## src/sv/masp_pkg.sv

```systemverilog
`timescale 1ns / 1ps
// ----------------------------------------------------------------------------
// Step generator package
// Shared types, opcodes and constants of the multi-axis step generator.
// ----------------------------------------------------------------------------
package masp_pkg;

  localparam int AXES      = 3;
  localparam int FRAC_BITS = 30;
  localparam int CFG_IDX_W = 2;

  localparam logic [31:0] ONE_STEP = 32'(1) << FRAC_BITS;

  // opcodes
  localparam logic [2:0] OP_TICK      = 3'd0;
  localparam logic [2:0] OP_LOAD_TIME = 3'd1;
  localparam logic [2:0] OP_LOAD_AXIS = 3'd2;
  localparam logic [2:0] OP_START     = 3'd3;
  localparam logic [2:0] OP_PULSE_END = 3'd4;
  localparam logic [2:0] OP_HALT      = 3'd5;

  // configuration register indexes
  localparam logic [CFG_IDX_W-1:0] CFG_STEP_INV = CFG_IDX_W'(0);
  localparam logic [CFG_IDX_W-1:0] CFG_DIR_INV  = CFG_IDX_W'(1);

  typedef struct packed {
    logic [2:0]         opcode;
    logic [1:0]         axis_index;
    logic               axis_direction;
    logic [31:0]        step_total;
    logic [30:0]        start_rate;
    logic signed [31:0] accel_change;
    logic signed [31:0] decel_change;
    logic [30:0]        cruise_rate;
    logic [31:0]        first_event_tick;
    logic [31:0]        accel_end;
    logic [31:0]        decel_start;
    logic [31:0]        total_ticks;
  } in_item_t;

  typedef struct packed {
    logic [AXES-1:0] step_level;
    logic [AXES-1:0] dir_level;
    logic [AXES-1:0] stepped_axes;
    logic            busy_res;
    logic            move_done;
    logic            block_empty;
  } res_item_t;

  // per-cell commands from the sequencer
  typedef struct packed {
    logic tick_en;
    logic load_en;
    logic start_go;
    logic clear_moving;
  } cell_ctrl_t;

  // block timing and current tick, broadcast to every cell
  typedef struct packed {
    logic [31:0] tick_count;
    logic [31:0] acc_until;
    logic [31:0] dec_after;
    logic [31:0] total;
  } timing_t;

  // accumulated along the row of cells
  typedef struct packed {
    logic active_any;
    logic still;
  } chain_t;

  typedef struct packed {
    logic active;
    logic dir;
    logic moving;
    logic stepped;
  } cell_stat_t;

endpackage

```

## src/sv/masp_item_if.sv

```systemverilog
`timescale 1ns / 1ps
// ----------------------------------------------------------------------------
// Input item channel
// Valid/ready channel carrying one command item.
// ----------------------------------------------------------------------------
interface masp_item_if;
  import masp_pkg::*;

  logic     valid;
  logic     ready;
  in_item_t data;

  modport source (output valid, output data, input ready);
  modport sink   (input valid, input data, output ready);
endinterface

```

## src/sv/masp_res_if.sv

```systemverilog
`timescale 1ns / 1ps
// ----------------------------------------------------------------------------
// Result channel
// Valid/ready channel carrying one result item.
// ----------------------------------------------------------------------------
interface masp_res_if;
  import masp_pkg::*;

  logic      valid;
  logic      ready;
  res_item_t data;

  modport source (output valid, output data, input ready);
  modport sink   (input valid, input data, output ready);
endinterface

```

## src/sv/masp_cfg_if.sv

```systemverilog
`timescale 1ns / 1ps
// ----------------------------------------------------------------------------
// Configuration write channel
// Valid/ready channel carrying a register index and write data.
// ----------------------------------------------------------------------------
interface masp_cfg_if;
  import masp_pkg::*;

  logic                 valid;
  logic                 ready;
  logic [CFG_IDX_W-1:0] index;
  logic [AXES-1:0]      wdata;

  modport source (output valid, output index, output wdata, input ready);
  modport sink   (input valid, input index, input wdata, output ready);
endinterface

```

## src/sv/masp_axis_cell.sv

```systemverilog
`timescale 1ns / 1ps
// ----------------------------------------------------------------------------
// Axis cell
// Holds one axis's profile and phase state; runs one tick of its schedule.
// ----------------------------------------------------------------------------
module masp_axis_cell (
  input  logic                 clk_i,
  input  logic                 rst_ni,
  input  masp_pkg::cell_ctrl_t ctrl_i,
  input  masp_pkg::timing_t    timing_i,
  input  masp_pkg::in_item_t   item_i,
  input  masp_pkg::chain_t     chain_i,
  output masp_pkg::chain_t     chain_o,
  output masp_pkg::cell_stat_t stat_o
);
  import masp_pkg::*;

  logic [31:0] steps_left_q, count_q, phase_q;
  logic        dir_q, moving_q;
  logic [31:0] rate_q, accel_q, decel_q, plateau_q, next_ev_q;

  logic        active, tick_live;
  logic [31:0] rate_sum, rate_sched, accel_sched, next_sched;
  logic [31:0] rate_eff, phase_base, phase_sum, count_inc;
  logic        stall, step_due, retire, still_c;

  assign active    = (steps_left_q != 32'd0);
  assign tick_live = ctrl_i.tick_en && active;

  // rate schedule
  always_comb begin
    rate_sum    = rate_q + accel_q;
    rate_sched  = rate_sum;
    accel_sched = accel_q;
    next_sched  = next_ev_q;
    if (timing_i.tick_count == next_ev_q) begin
      if (timing_i.tick_count == timing_i.acc_until) begin
        accel_sched = '0;
        if (timing_i.dec_after < timing_i.total) begin
          next_sched = timing_i.dec_after;
          if (timing_i.tick_count != timing_i.dec_after) begin
            rate_sched = plateau_q;
          end
        end
      end
      if (timing_i.tick_count == timing_i.dec_after) begin
        accel_sched = decel_q;
      end
    end
  end

  // non-positive rate forces a step
  assign stall      = (rate_sched == 32'd0) || rate_sched[31];
  assign rate_eff   = stall ? 32'd0 : rate_sched;
  assign phase_base = stall ? ONE_STEP : phase_q;
  assign phase_sum  = phase_base + rate_eff;
  assign step_due   = (phase_sum >= ONE_STEP);
  assign count_inc  = count_q + 32'd1;
  assign retire     = step_due && (!moving_q || (count_inc == steps_left_q));
  assign still_c    = tick_live && moving_q && !retire;

  assign chain_o.active_any = chain_i.active_any | active;
  assign chain_o.still      = chain_i.still | still_c;

  assign stat_o.active  = active;
  assign stat_o.dir     = dir_q;
  assign stat_o.moving  = moving_q;
  assign stat_o.stepped = tick_live && step_due && moving_q;

  always_ff @(posedge clk_i or negedge rst_ni) begin
    if (!rst_ni) begin
      steps_left_q <= '0;
      count_q      <= '0;
      phase_q      <= '0;
      dir_q        <= 1'b0;
      moving_q     <= 1'b0;
    end else begin
      if (ctrl_i.load_en) begin
        dir_q        <= item_i.axis_direction;
        steps_left_q <= item_i.step_total;
        count_q      <= '0;
        phase_q      <= '0;
      end else if (tick_live) begin
        phase_q <= step_due ? (phase_sum - ONE_STEP) : phase_sum;
        if (step_due) begin
          count_q <= count_inc;
        end
        if (retire) begin
          steps_left_q <= '0;
        end
      end
      if (ctrl_i.clear_moving) begin
        moving_q <= 1'b0;
      end else if (ctrl_i.start_go) begin
        moving_q <= active;
      end else if (tick_live && retire) begin
        moving_q <= 1'b0;
      end
    end
  end

  // profile registers: undefined until loaded
  always_ff @(posedge clk_i) begin
    if (ctrl_i.load_en) begin
      rate_q    <= {1'b0, item_i.start_rate};
      accel_q   <= item_i.accel_change;
      decel_q   <= item_i.decel_change;
      plateau_q <= {1'b0, item_i.cruise_rate};
      next_ev_q <= item_i.first_event_tick;
    end else if (tick_live) begin
      rate_q    <= rate_eff;
      accel_q   <= accel_sched;
      next_ev_q <= next_sched;
    end
  end

endmodule

```

## src/sv/multi_axis_step_pulse_generator.sv

```systemverilog
`timescale 1ns / 1ps
// ----------------------------------------------------------------------------
// Multi-axis step pulse generator
// Trapezoidal step generator for AXES axes built as a row of axis cells.
// ----------------------------------------------------------------------------
// Usage:
//   in_i   : command items (tick, load block timing, load axis, start block,
//            pulse end, halt). One transfer is one command.
//   res_o  : exactly one result transfer per command: step and direction
//            levels after inversion, axes stepped, busy, finished and empty.
//   cfg_i  : register writes (index 0 step inversion, 1 direction inversion),
//            always ready; write only while the block is idle.
// Each result is registered, in the result register or the skid entry.
// One command is taken per cycle while in_i.ready is high; the whole
// tick of every axis is worked out in that cycle by the cell row, whose
// per-axis rate add, phase add and compare set the clock period.
// A result register and one skid entry sit on the output, so a command is
// still taken while one result waits; in_i.ready falls only when both are
// full and rises again the cycle after res_o drains one.
// Reset clears the flags, masks, step counts, phases and register values;
// profile rates, increments and block timing are undefined until loaded.
// ----------------------------------------------------------------------------
module multi_axis_step_pulse_generator (
  input  logic     clk_i,
  input  logic     rst_ni,
  masp_item_if.sink   in_i,
  masp_res_if.source  res_o,
  masp_cfg_if.sink    cfg_i
);
  import masp_pkg::*;

  // global block state
  logic [31:0]     tick_cnt_q, tick_cnt_d;
  logic            running_q, running_d;
  logic [AXES-1:0] pulse_q, pulse_d;
  logic [AXES-1:0] dir_q, dir_d;
  logic [AXES-1:0] step_inv_q, dir_inv_q;
  logic [31:0]     acc_until_q, dec_after_q, total_q;

  // output register and skid entry
  logic      out_valid_q, skid_valid_q;
  res_item_t out_q, skid_q;

  logic            in_fire, out_fire;
  logic [2:0]      op;
  logic            tick_en, start_try, start_go, halt, finish, empty;
  logic [AXES-1:0] stepped_vec, active_vec, cdir_vec, moving_vec;
  res_item_t       res_d;
  timing_t         timing;
  chain_t          chain [AXES+1];
  cell_stat_t      stat  [AXES];

  assign in_fire  = in_i.valid && in_i.ready;
  assign out_fire = out_valid_q && res_o.ready;
  assign op       = in_i.data.opcode;

  // a command is taken unless a result already waits in the skid entry
  assign in_i.ready  = !skid_valid_q;
  assign res_o.valid = out_valid_q;
  assign res_o.data  = out_q;
  assign cfg_i.ready = 1'b1;

  // command decode
  assign tick_en   = in_fire && (op == OP_TICK) && running_q;
  assign start_try = in_fire && (op == OP_START) && !running_q;
  assign start_go  = start_try && chain[AXES].active_any;
  assign empty     = start_try && !chain[AXES].active_any;
  assign halt      = in_fire && (op == OP_HALT);
  // block ends when no active axis is still moving after this tick
  assign finish    = tick_en && !chain[AXES].still;

  assign timing.tick_count = tick_cnt_q;
  assign timing.acc_until  = acc_until_q;
  assign timing.dec_after  = dec_after_q;
  assign timing.total      = total_q;

  // row of axis cells; activity and motion accumulate along the row
  assign chain[0] = '0;

  for (genvar g = 0; g < AXES; g++) begin : g_cell
    cell_ctrl_t ctrl;

    assign ctrl.tick_en      = tick_en;
    assign ctrl.load_en      = in_fire && (op == OP_LOAD_AXIS) &&
                               (32'(in_i.data.axis_index) == g);
    assign ctrl.start_go     = start_go;
    assign ctrl.clear_moving = halt || finish;

    masp_axis_cell u_cell (
      .clk_i    (clk_i),
      .rst_ni   (rst_ni),
      .ctrl_i   (ctrl),
      .timing_i (timing),
      .item_i   (in_i.data),
      .chain_i  (chain[g]),
      .chain_o  (chain[g+1]),
      .stat_o   (stat[g])
    );

    assign stepped_vec[g] = stat[g].stepped;
    assign active_vec[g]  = stat[g].active;
    assign cdir_vec[g]    = stat[g].dir;
    assign moving_vec[g]  = stat[g].moving;
  end

  // next global state
  always_comb begin
    running_d  = running_q;
    tick_cnt_d = tick_cnt_q;
    pulse_d    = pulse_q;
    dir_d      = dir_q;
    if (tick_en) begin
      tick_cnt_d = finish ? 32'd0 : tick_cnt_q + 32'd1;
      if (stepped_vec != '0) begin
        pulse_d = stepped_vec;
      end
      if (finish) begin
        running_d = 1'b0;
      end
    end
    if (start_try) begin
      tick_cnt_d = '0;
    end
    if (start_go) begin
      running_d = 1'b1;
      dir_d     = active_vec & cdir_vec;
    end
    if (in_fire && (op == OP_PULSE_END)) begin
      pulse_d = '0;
    end
    if (halt) begin
      running_d  = 1'b0;
      tick_cnt_d = '0;
    end
  end

  // result of the command taken this cycle
  always_comb begin
    res_d.step_level   = pulse_d ^ step_inv_q;
    res_d.dir_level    = dir_d ^ dir_inv_q;
    res_d.stepped_axes = tick_en ? stepped_vec : '0;
    res_d.busy_res     = running_d;
    res_d.move_done    = finish;
    res_d.block_empty  = empty;
  end

  always_ff @(posedge clk_i or negedge rst_ni) begin
    if (!rst_ni) begin
      tick_cnt_q   <= '0;
      running_q    <= 1'b0;
      pulse_q      <= '0;
      dir_q        <= '0;
      step_inv_q   <= '0;
      dir_inv_q    <= '0;
      out_valid_q  <= 1'b0;
      skid_valid_q <= 1'b0;
    end else begin
      tick_cnt_q <= tick_cnt_d;
      running_q  <= running_d;
      pulse_q    <= pulse_d;
      dir_q      <= dir_d;

      if (cfg_i.valid) begin
        case (cfg_i.index)
          CFG_STEP_INV: step_inv_q <= cfg_i.wdata;
          CFG_DIR_INV:  dir_inv_q  <= cfg_i.wdata;
          default: ;
        endcase
      end

      // result register with one skid entry
      if (skid_valid_q) begin
        if (out_fire) begin
          skid_valid_q <= 1'b0;
        end
      end else if (in_fire) begin
        if (out_valid_q && !out_fire) begin
          skid_valid_q <= 1'b1;
        end else begin
          out_valid_q <= 1'b1;
        end
      end else if (out_fire) begin
        out_valid_q <= 1'b0;
      end
    end
  end

  // payload registers
  always_ff @(posedge clk_i) begin
    if (in_fire && (op == OP_LOAD_TIME)) begin
      acc_until_q <= in_i.data.accel_end;
      dec_after_q <= in_i.data.decel_start;
      total_q     <= in_i.data.total_ticks;
    end
    if (skid_valid_q) begin
      if (out_fire) begin
        out_q <= skid_q;
      end
    end else if (in_fire) begin
      if (out_valid_q && !out_fire) begin
        skid_q <= res_d;
      end else begin
        out_q <= res_d;
      end
    end
  end

`ifndef NO_ASSERTIONS
  // skid entry only ever backs up a full output register
  a_skid_behind_out: assert property (@(posedge clk_i) disable iff (!rst_ni)
    skid_valid_q |-> out_valid_q)
    else $error("skid entry holds a result while the output register is empty");

  // an idle block has no moving axes
  a_idle_not_moving: assert property (@(posedge clk_i) disable iff (!rst_ni)
    !running_q |-> (moving_vec == '0))
    else $error("axis moving while no block runs");

  // only moving axes issue steps
  a_step_needs_motion: assert property (@(posedge clk_i) disable iff (!rst_ni)
    tick_en |-> ((stepped_vec & ~moving_vec) == '0))
    else $error("step issued on an axis that is not moving");

  // a finished block restarts its tick count
  a_finish_clears_tick: assert property (@(posedge clk_i) disable iff (!rst_ni)
    finish |=> (tick_cnt_q == 32'd0) && !running_q)
    else $error("tick count or busy not cleared at block end");
`endif

endmodule
```

## src/flat_wrapper.sv

```systemverilog
// flat-port wrapper written by rule: the top's interface ports become plain ports
module multi_axis_step_pulse_generator_flat import masp_pkg::*;
  (clk_i, rst_ni, in_i_valid, in_i_data, in_i_ready, res_o_valid, res_o_data, res_o_ready, cfg_i_valid, cfg_i_index, cfg_i_wdata, cfg_i_ready);
  masp_item_if in_i_i ();
  masp_res_if res_o_i ();
  masp_cfg_if cfg_i_i ();
  input  logic clk_i;
  input  logic rst_ni;
  input wire logic [$bits(in_i_i.valid)-1:0] in_i_valid;
  input wire logic [$bits(in_i_i.data)-1:0] in_i_data;
  output wire logic [$bits(in_i_i.ready)-1:0] in_i_ready;
  output wire logic [$bits(res_o_i.valid)-1:0] res_o_valid;
  output wire logic [$bits(res_o_i.data)-1:0] res_o_data;
  input wire logic [$bits(res_o_i.ready)-1:0] res_o_ready;
  input wire logic [$bits(cfg_i_i.valid)-1:0] cfg_i_valid;
  input wire logic [$bits(cfg_i_i.index)-1:0] cfg_i_index;
  input wire logic [$bits(cfg_i_i.wdata)-1:0] cfg_i_wdata;
  output wire logic [$bits(cfg_i_i.ready)-1:0] cfg_i_ready;
  assign in_i_i.valid = in_i_valid;
  assign in_i_i.data = in_i_data;
  assign in_i_ready = in_i_i.ready;
  assign res_o_valid = res_o_i.valid;
  assign res_o_data = res_o_i.data;
  assign res_o_i.ready = res_o_ready;
  assign cfg_i_i.valid = cfg_i_valid;
  assign cfg_i_i.index = cfg_i_index;
  assign cfg_i_i.wdata = cfg_i_wdata;
  assign cfg_i_ready = cfg_i_i.ready;
  multi_axis_step_pulse_generator u_core (.clk_i(clk_i), .rst_ni(rst_ni), .in_i(in_i_i), .res_o(res_o_i), .cfg_i(cfg_i_i));
endmodule
```

## config.mk

```make
export PLATFORM = sky130hd
export DESIGN_NAME = multi_axis_step_pulse_generator_flat
export DESIGN_NICKNAME = d
export VERILOG_FILES = /design/src/sv/masp_pkg.sv /design/src/sv/masp_item_if.sv /design/src/sv/masp_res_if.sv /design/src/sv/masp_cfg_if.sv /design/src/sv/masp_axis_cell.sv /design/src/sv/multi_axis_step_pulse_generator.sv /design/src/flat_wrapper.sv
export SDC_FILE = /design/constraint.sdc
export NUM_CORES = 2
export LEC_CHECK = 0
export ABC_AREA = 0
export BUFFER_PORTS_ARGS = -buffer_cell sky130_fd_sc_hd__buf_2
export CORE_MARGIN = 1
export CORE_UTILIZATION = 50
export DETAILED_ROUTE_END_ITERATION = 8
export GPL_TIMING_DRIVEN = 0
export PLACE_DENSITY = 0.7
export REMOVE_ABC_BUFFERS = 1
export SKIP_CTS_REPAIR_TIMING = 1
export SYNTH_ARGS = -nofsm -noshare
export SYNTH_HDL_FRONTEND = slang
export SYNTH_SLANG_ARGS = --single-unit
```

## constraint.sdc

```tcl
create_clock -name clk_i -period 9.45 [get_ports clk_i]
set_clock_uncertainty 0.1 [all_clocks]
set_input_delay 0 -clock clk_i [delete_from_list [all_inputs] [get_ports clk_i]]
set_output_delay 0 -clock clk_i [all_outputs]
set_load 0.005 [all_outputs]
```

Yosys cells after proc, flatten, opt, wreduce, memory -nomap -nowiden
Cells that the tools add are included.
{"block": "totals", "memories": 0, "output_inout_bits": 15, "inputBits": 302, "ramBits": 0, "regBits": 938, "latchBits": 0, "elab_cells": 319, "romBits": 0}
{"block": "classes", "n_bitwise": 8, "reduce_logical": 110, "add_sub_neg": 13, "multipliers": 0, "order_cmp": 4, "shift": 0, "n_div": 0, "eq_ne": 20, "n_mux": 108}
{"operator": "two-way mux 32 bit", "n": 73}
{"operator": "equality test 32 bit", "n": 8}
{"operator": "adder 32 bit", "n": 6}
{"operator": "two-way mux 31 bit", "n": 6}
{"operator": "adder 32 x 1 -> 32 bit (second input constant)", "n": 4}
{"operator": ">= comparator 32 x 31 -> 1 bit (second input constant)", "n": 3}
{"operator": "logical NOT 32 bit", "n": 3}
{"operator": "nonzero test 32 bit", "n": 3}
{"operator": "subtractor 32 x 31 -> 32 bit (second input constant)", "n": 3}
{"operator": "two-way mux 12 bit", "n": 4}
{"operator": "nonzero test 2 bit", "n": 20}
{"operator": "logical AND 1 bit", "n": 38}
{"operator": "< comparator 32 bit", "n": 1}
{"operator": "inequality test 32 bit", "n": 1}
{"operator": "nonzero test 3 bit", "n": 8}
{"operator": "two-way mux 1 bit", "n": 20}
{"operator": "AND reduction 3 bit", "n": 6}
{"operator": "AND reduction 2 bit", "n": 8}
{"operator": "two-way mux 3 bit", "n": 5}
{"operator": "AND reduction 4 bit", "n": 3}
{"operator": "logical NOT 1 bit", "n": 11}
{"operator": "logical OR 1 bit", "n": 7}
{"operator": "equality test 3 x 2 -> 1 bit (second input constant)", "n": 2}
{"operator": "equality test 3 bit (second input constant)", "n": 2}
{"operator": "11 further kinds", "n": 18}

Depth between registers and ports, before layout
{"block": "depth", "depth_word": 24, "mapped_depth": 44, "depth_no_buf": 38}

Modules after synthesis
From an unflattened synthesis, not the netlist that was laid out.
{"block": "hier_totals", "hier_cells": 6062, "area_unflattened_um2": 59641.0}
{"module": "masp_axis_cell (u_core.g_cell[1].u_cell)", "seq_area_each_um2": 7216.9, "n_inst": 1, "cells_each": 1900, "area_each_um2": 17919.7}
{"module": "masp_axis_cell (u_core.g_cell[0].u_cell)", "seq_area_each_um2": 7216.9, "n_inst": 1, "cells_each": 1902, "area_each_um2": 17863.4}
{"module": "masp_axis_cell (u_core.g_cell[2].u_cell)", "seq_area_each_um2": 7216.9, "n_inst": 1, "cells_each": 1855, "area_each_um2": 17581.9}
{"module": "multi_axis_step_pulse_generator", "seq_area_each_um2": 4779.6, "n_inst": 1, "cells_each": 405, "area_each_um2": 6276.0}

Worst setup path before layout
Ideal clock, no wire load.
{"block": "synth_path", "path_kind": "register to register", "startpoint": "register u_core.g_cell[0].u_cell.rate_q[0]", "endpoint": "register u_core.out_q, in the netlist u_core.res_o.data[11] (data pin)", "path_buffers": 3, "period_less_slack_ns": 8.856, "setup_slack_ns": 0.594, "setup_time_ns": 0.260, "arrival_time_ns": 8.496, "stages_incl_launch_ff": 41, "path_cell_list": "edfxtp_1 ha_1 fa_1 a211oi_1 o21ai_0 nand3_1 nand3_1 mux2_2 a2111oi_0 mux2_2 and4_1 nand4_1 and3b_1 or2_2 buf_2 clkbuf_1 nor2_1 ha_1 [... 5 more ...] o221ai_1 o31ai_1 o21ai_0 a21oi_1 xnor2_1 ha_1 nor3b_1 o2111ai_1 nor3_1 nand4_1 nor4b_1 nand4_1 o31ai_1 buf_2 a221oi_1 o21a_1 xor2_1 mux2_2"}
{"element": "start, declared", "line_no": "masp_axis_cell.sv:20", "rtl": "logic [31:0] rate_q, accel_q, decel_q, plateau_q, next_ev_q;"}
{"element": "start signal, assigned", "line_no": "masp_axis_cell.sv:105", "rtl": "rate_q <= {1'b0, item_i.start_rate};"}
{"element": "start signal, assigned", "line_no": "masp_axis_cell.sv:111", "rtl": "rate_q <= rate_eff;"}
{"element": "end signal, assigned", "line_no": "multi_axis_step_pulse_generator.sv:197", "rtl": "out_q <= skid_q;"}
{"element": "end signal, assigned", "line_no": "multi_axis_step_pulse_generator.sv:203", "rtl": "out_q <= res_d;"}
{"element": "end, declared", "line_no": "multi_axis_step_pulse_generator.sv:42", "rtl": "res_item_t out_q, skid_q;"}

Final worst setup path
{"block": "layout_path", "startpoint": "register u_core.dec_after_q[18]", "endpoint": "register u_core.tick_cnt_q[22]"}
{"block": "layout_via", "elab_chain_cells": 21, "elab_cells_between_ends": 49, "cone_classes": "3 x add/sub; 4 x order compare; 1 x eq/ne; 22 x mux; 2 x bitwise; 17 x reduce/logical"}
{"element": "start, declared", "line_no": "multi_axis_step_pulse_generator.sv:38", "rtl": "logic [31:0] acc_until_q, dec_after_q, total_q;"}
{"element": "start signal, assigned", "line_no": "multi_axis_step_pulse_generator.sv:192", "rtl": "dec_after_q <= in_i.data.decel_start;"}
{"element": "branches (longest 14 deep; another with < comparator 32 bit)"}
{"element": "bitwise OR 1 bit *", "line_no": "masp_axis_cell.sv:63", "rtl": "assign chain_o.still = chain_i.still | still_c;"}
{"element": "logical NOT 1 bit *", "line_no": "multi_axis_step_pulse_generator.sv:70", "rtl": "assign finish = tick_en && !chain[AXES].still;"}
{"element": "logical AND 1 bit *", "line_no": "multi_axis_step_pulse_generator.sv:70"}
{"element": "two-way mux 32 bit *", "line_no": "multi_axis_step_pulse_generator.sv:113", "rtl": "tick_cnt_d = finish ? 32'd0 : tick_cnt_q + 32'd1;"}
{"element": "two-way mux 32 bit *", "line_no": "multi_axis_step_pulse_generator.sv:112", "rtl": "if (tick_en) begin"}
{"element": "two-way mux 32 bit *", "line_no": "multi_axis_step_pulse_generator.sv:121", "rtl": "if (start_try) begin"}
{"element": "two-way mux 32 bit *", "line_no": "multi_axis_step_pulse_generator.sv:131", "rtl": "if (halt) begin"}
{"element": "end signal, assigned", "line_no": "multi_axis_step_pulse_generator.sv:158", "rtl": "tick_cnt_q <= tick_cnt_d;"}
{"element": "end, declared", "line_no": "multi_axis_step_pulse_generator.sv:33", "rtl": "logic [31:0] tick_cnt_q, tick_cnt_d;"}
Mark *: on every way between the ends. The select of a mux whose other input is x is not followed.
A chain may end at the register's enable or synchronous reset.

==> flow_summary_export.csv <==
group,metric,value,unit
run_status,outcome,"finished, violations left",
run_status,violations,"negative hold slack, max-capacitance violations, max-slew violations, negative setup slack",
place,io_buffers,315,
final_layout,n_fill_cell,8479,
clocking,cts_buffers,103,
floorplan,start_util,50.77,%
worst_setup_path,critical_path_arrival,10450,ps
worst_setup_path,path_max_fanout,15,
final_layout,final_common_cell,"nand2_1",
drt,vias,50620,
drt,drc,0,
worst_setup_path,regToRegSetupSlack,-490,ps
sta,worstMarginPinSlew,1489,ps
clocking,clkSinkCount,938,
worst_setup_path,cp_num_buf_inv,6,
clocking,root_buffer,"clkbuf_16",
worst_setup_path,endpoint_kind,"flop",
sta,fin_hold_ws,-7.025,ps
global_route,grt_max_degree,135,
sta,min_period_over_period,105.2,%
logic_synthesis,syn-cell-area,0.05557,mm2
worst_setup_path,cpLargestDelayFamily,"simple AND/OR/NAND/NOR gates",
global_route,antenna_found_initial,23,
logic_synthesis,synthCells,5770,
clocking,cts_tree,"built",
place,post-place-ws,-4248,ps
final_layout,layout_common_cells,"nand2_1, edfxtp_1, dlygate4sd3_1, dfrtp_1, buf_2",
worst_hold_path,hp-class,"input port to flop",
drt,vias_per_cell,6.255,
floorplan,core_area,0.1095,mm2
floorplan,die_h,335.4,um
floorplan,die_area,0.1125,mm2
sta,rsz0062_at_grt,"true",
clocking,clkSlewWorstSetupHoldPaths,70,ps
worst_setup_path,critPathSlowestCell,"nor4_4",
clocking,insertion_delay,740,ps
global_route,grt_overflow,0,
power,p_comb_share,23.1,%
drt,drt_first_iter_violations,5343,
global_route,track_usage,31.32,%
logic_synthesis,syn_area_per_cell,9.631,um2
clocking,h-tree-depth,3,
sta,slew_viol_final,1,
drt,ant_nets,0,
sta,final.setup.worst_slack,-487.5,ps
global_route,grt_pass1_vias,43750,
flow_run,drv_cap,1,
logic_synthesis,yosysUniqueCellTypes,98,
floorplan,rows,121,
sta,slew-limit-headroom,-0.2112,%
power,p_clk_share,35.5,%
power,power.share.switching,30.36,%
drt,drt-wirelength-per-cell,24.71,um
final_layout,layout-drive-gt1-share,16.00,%
drt,drt-total-wl,200000,um
power,power_frac_seq,41.5,%
power,p_sw,3.742,mW
final_layout,final_util,64.19,%
power,peakVddDrop,0.1641,mV
final_layout,final_nets,7055,
logic_synthesis,ys_seq_area_share,47.56,%
worst_setup_path,critPathMaxStageDelay,610,ps
worst_setup_path,cp-start-kind,"flop",
global_route,grt_pass1_wl,268600,um
floorplan,ios,317,
power,intPower,8.585,mW
drt,first_pass_iters,6,
worst_setup_path,crit_type,"flop to flop",
place,gp_congestion,0.9659,
floorplan,fp.dieW,335.4,um
logic_synthesis,synth_flop_cell,"edfxtp_1",
worst_setup_path,cp.required,9960,ps
logic_synthesis,synthArstFlopShare,36.35,%
sta,final_hold_viol_count,8,
sta,fmaxAchievable,100.6,MHz
clocking,cts_max_path_buffers,3,
worst_setup_path,cp_common_cell,"nand4_1",
sta,period_needed,9937,ps
power,p_leak,28.85,nW
logic_synthesis,synth_edf_count,594,
power,power_density,175.4,mW/mm2
final_layout,syn_to_final_growth,26.43,%
logic_synthesis,ys_ff_latch,938,
place,dp_hpwl,131900,um
logic_synthesis,ys_warn_count,0,
sta,finalSetupViolCount,231,
==> power groups by stage <==
stage	Sequential, mW	Combinational, mW	Clock [mW]
final	5.11	2.84	4.37
after global routing	5.15	3.08	4.54
after CTS	5.09	2.31	4.36
after detailed placement	5.17	2.29	0
after global placement	5.17	2.21	0
after floorplan	5.05	1.61	0
==> final cells by class <==
| type | instances | area [um2] | area share, % |
|---|---|---|---|
| Clock buffer | 140 | 2820 | 4.014 |
| Antenna cell | 10 | 25.02 | 0.03562 |
| Sequential cell | 938 | 26450 | 37.64 |
| Inverter | 130 | 508.0 | 0.7230 |
| Multi-Input combinational cell | 4391 | 29530 | 42.03 |
| Tap cell | 1476 | 1847 | 2.628 |
| Timing Repair Buffer | 956 | 8299 | 11.81 |
| Clock inverter | 52 | 784.5 | 1.117 |
==> final timing paths <==
kind	from	endpoint	cells past startpoint
max	u_core.dec_after_q[18]	u_core.tick_cnt_q[22]	40
max in group asynchronous	rst_ni	u_core.g_cell[1].u_cell.phase_q[23]	5
min reg2reg	u_core.g_cell[2].u_cell.dir_q	u_core.g_cell[2].u_cell.dir_q	2
max reg2reg	u_core.dec_after_q[18]	u_core.tick_cnt_q[22]	40
min	in_i_data[149]	u_core.g_cell[0].u_cell.plateau_q[21]	2
min in group asynchronous	rst_ni	u_core.g_cell[1].u_cell.count_q[23]	4
==> sequential cells by signal, summed over array words and instances (netlist names), 93 cells and up <==
register,count
u_core.g_cell.u_cell.accel_q,96
u_core.g_cell.u_cell.count_q,96
u_core.g_cell.u_cell.decel_q,96
u_core.g_cell.u_cell.next_ev_q,96
u_core.g_cell.u_cell.phase_q,96
u_core.g_cell.u_cell.rate_q,96
u_core.g_cell.u_cell.steps_left_q,96
u_core.g_cell.u_cell.plateau_q,93
==> worst register-to-register path: cells and delay by family (launching register included) <==
family,cells,cell delay (ps)
compound gates,14,3310
xor+xnor,1,160
fa+ha+maj,3,980
buf+inv,6,1050
flops,1,500
mux,1,300
simple gates,15,3390
==> cells by family after synthesis <==
logic type                 count (synthesis)  synth area share [%]
AOI/OAI and AO/OA                       1302                 15.50
xor gates and xnor gates                 467                 7.360
adders and majority gates                233                 5.327
buffers and inverters                    451                 3.163
DFF                                      938                 47.56
muxes                                     85                 1.605
other                                      1              0.006748
and+or+nand+nor                         2293                 19.47
==> through the flow <==
step | area, um2 | hold WS [ps] | TNS, ps | instances | power, mW
3_3_place_gp | 57730 | 76.10 | -6696740 | 7240 | 7.383
3_5_place_dp | 58890 | -143.1 | -871660 | 7286 | 7.464
2_1_floorplan | 54300 | -395.6 | -1071840 | 5449 | 6.659
4_1_cts | 62490 | -913.3 | -886270 | 7478 | 11.77
5_1_grt | 70250 | -7.985 | -108570 | 8089 | 12.76
6_report | 70260 | -7.025 | -56510 | 8093 | 12.33
==> Yosys cell counts (all sizes together), types with 48 or more instances <==
library cell | instances | share of area, %
nand3 | 296 | 2.7
ha | 227 | 5.1
nor3 | 75 | 0.73
inv | 129 | 0.87
nand2 | 1001 | 6.8
a211oi | 48 | 0.65
a31oi | 60 | 0.68
clkbuf | 250 | 1.7
and3 | 109 | 1.2
xor2 | 182 | 2.9
dfrtp | 341 | 15
nand4 | 99 | 1.1
nor2 | 316 | 2.1
edfxtp | 594 | 32
a22o | 105 | 1.7
a21oi | 265 | 2.4
xnor2 | 285 | 4.5
o31ai | 106 | 1.4
nor4 | 90 | 1.0
o21ai | 335 | 3.0
mux2i | 52 | 0.94
buf | 71 | 0.59
and2 | 123 | 1.4
a21o | 92 | 1.2
==> routing by layer <==
layer  GRT usage (%)  up-vias  wire length (um)
met3           5.625      586             19090
met5               0        -               187
met2           48.60     2766             91940
met1           43.28    24660             78510
met4           12.73       32             10270
li1                -    22580                 -
Power figures use the tool's default switching activity.
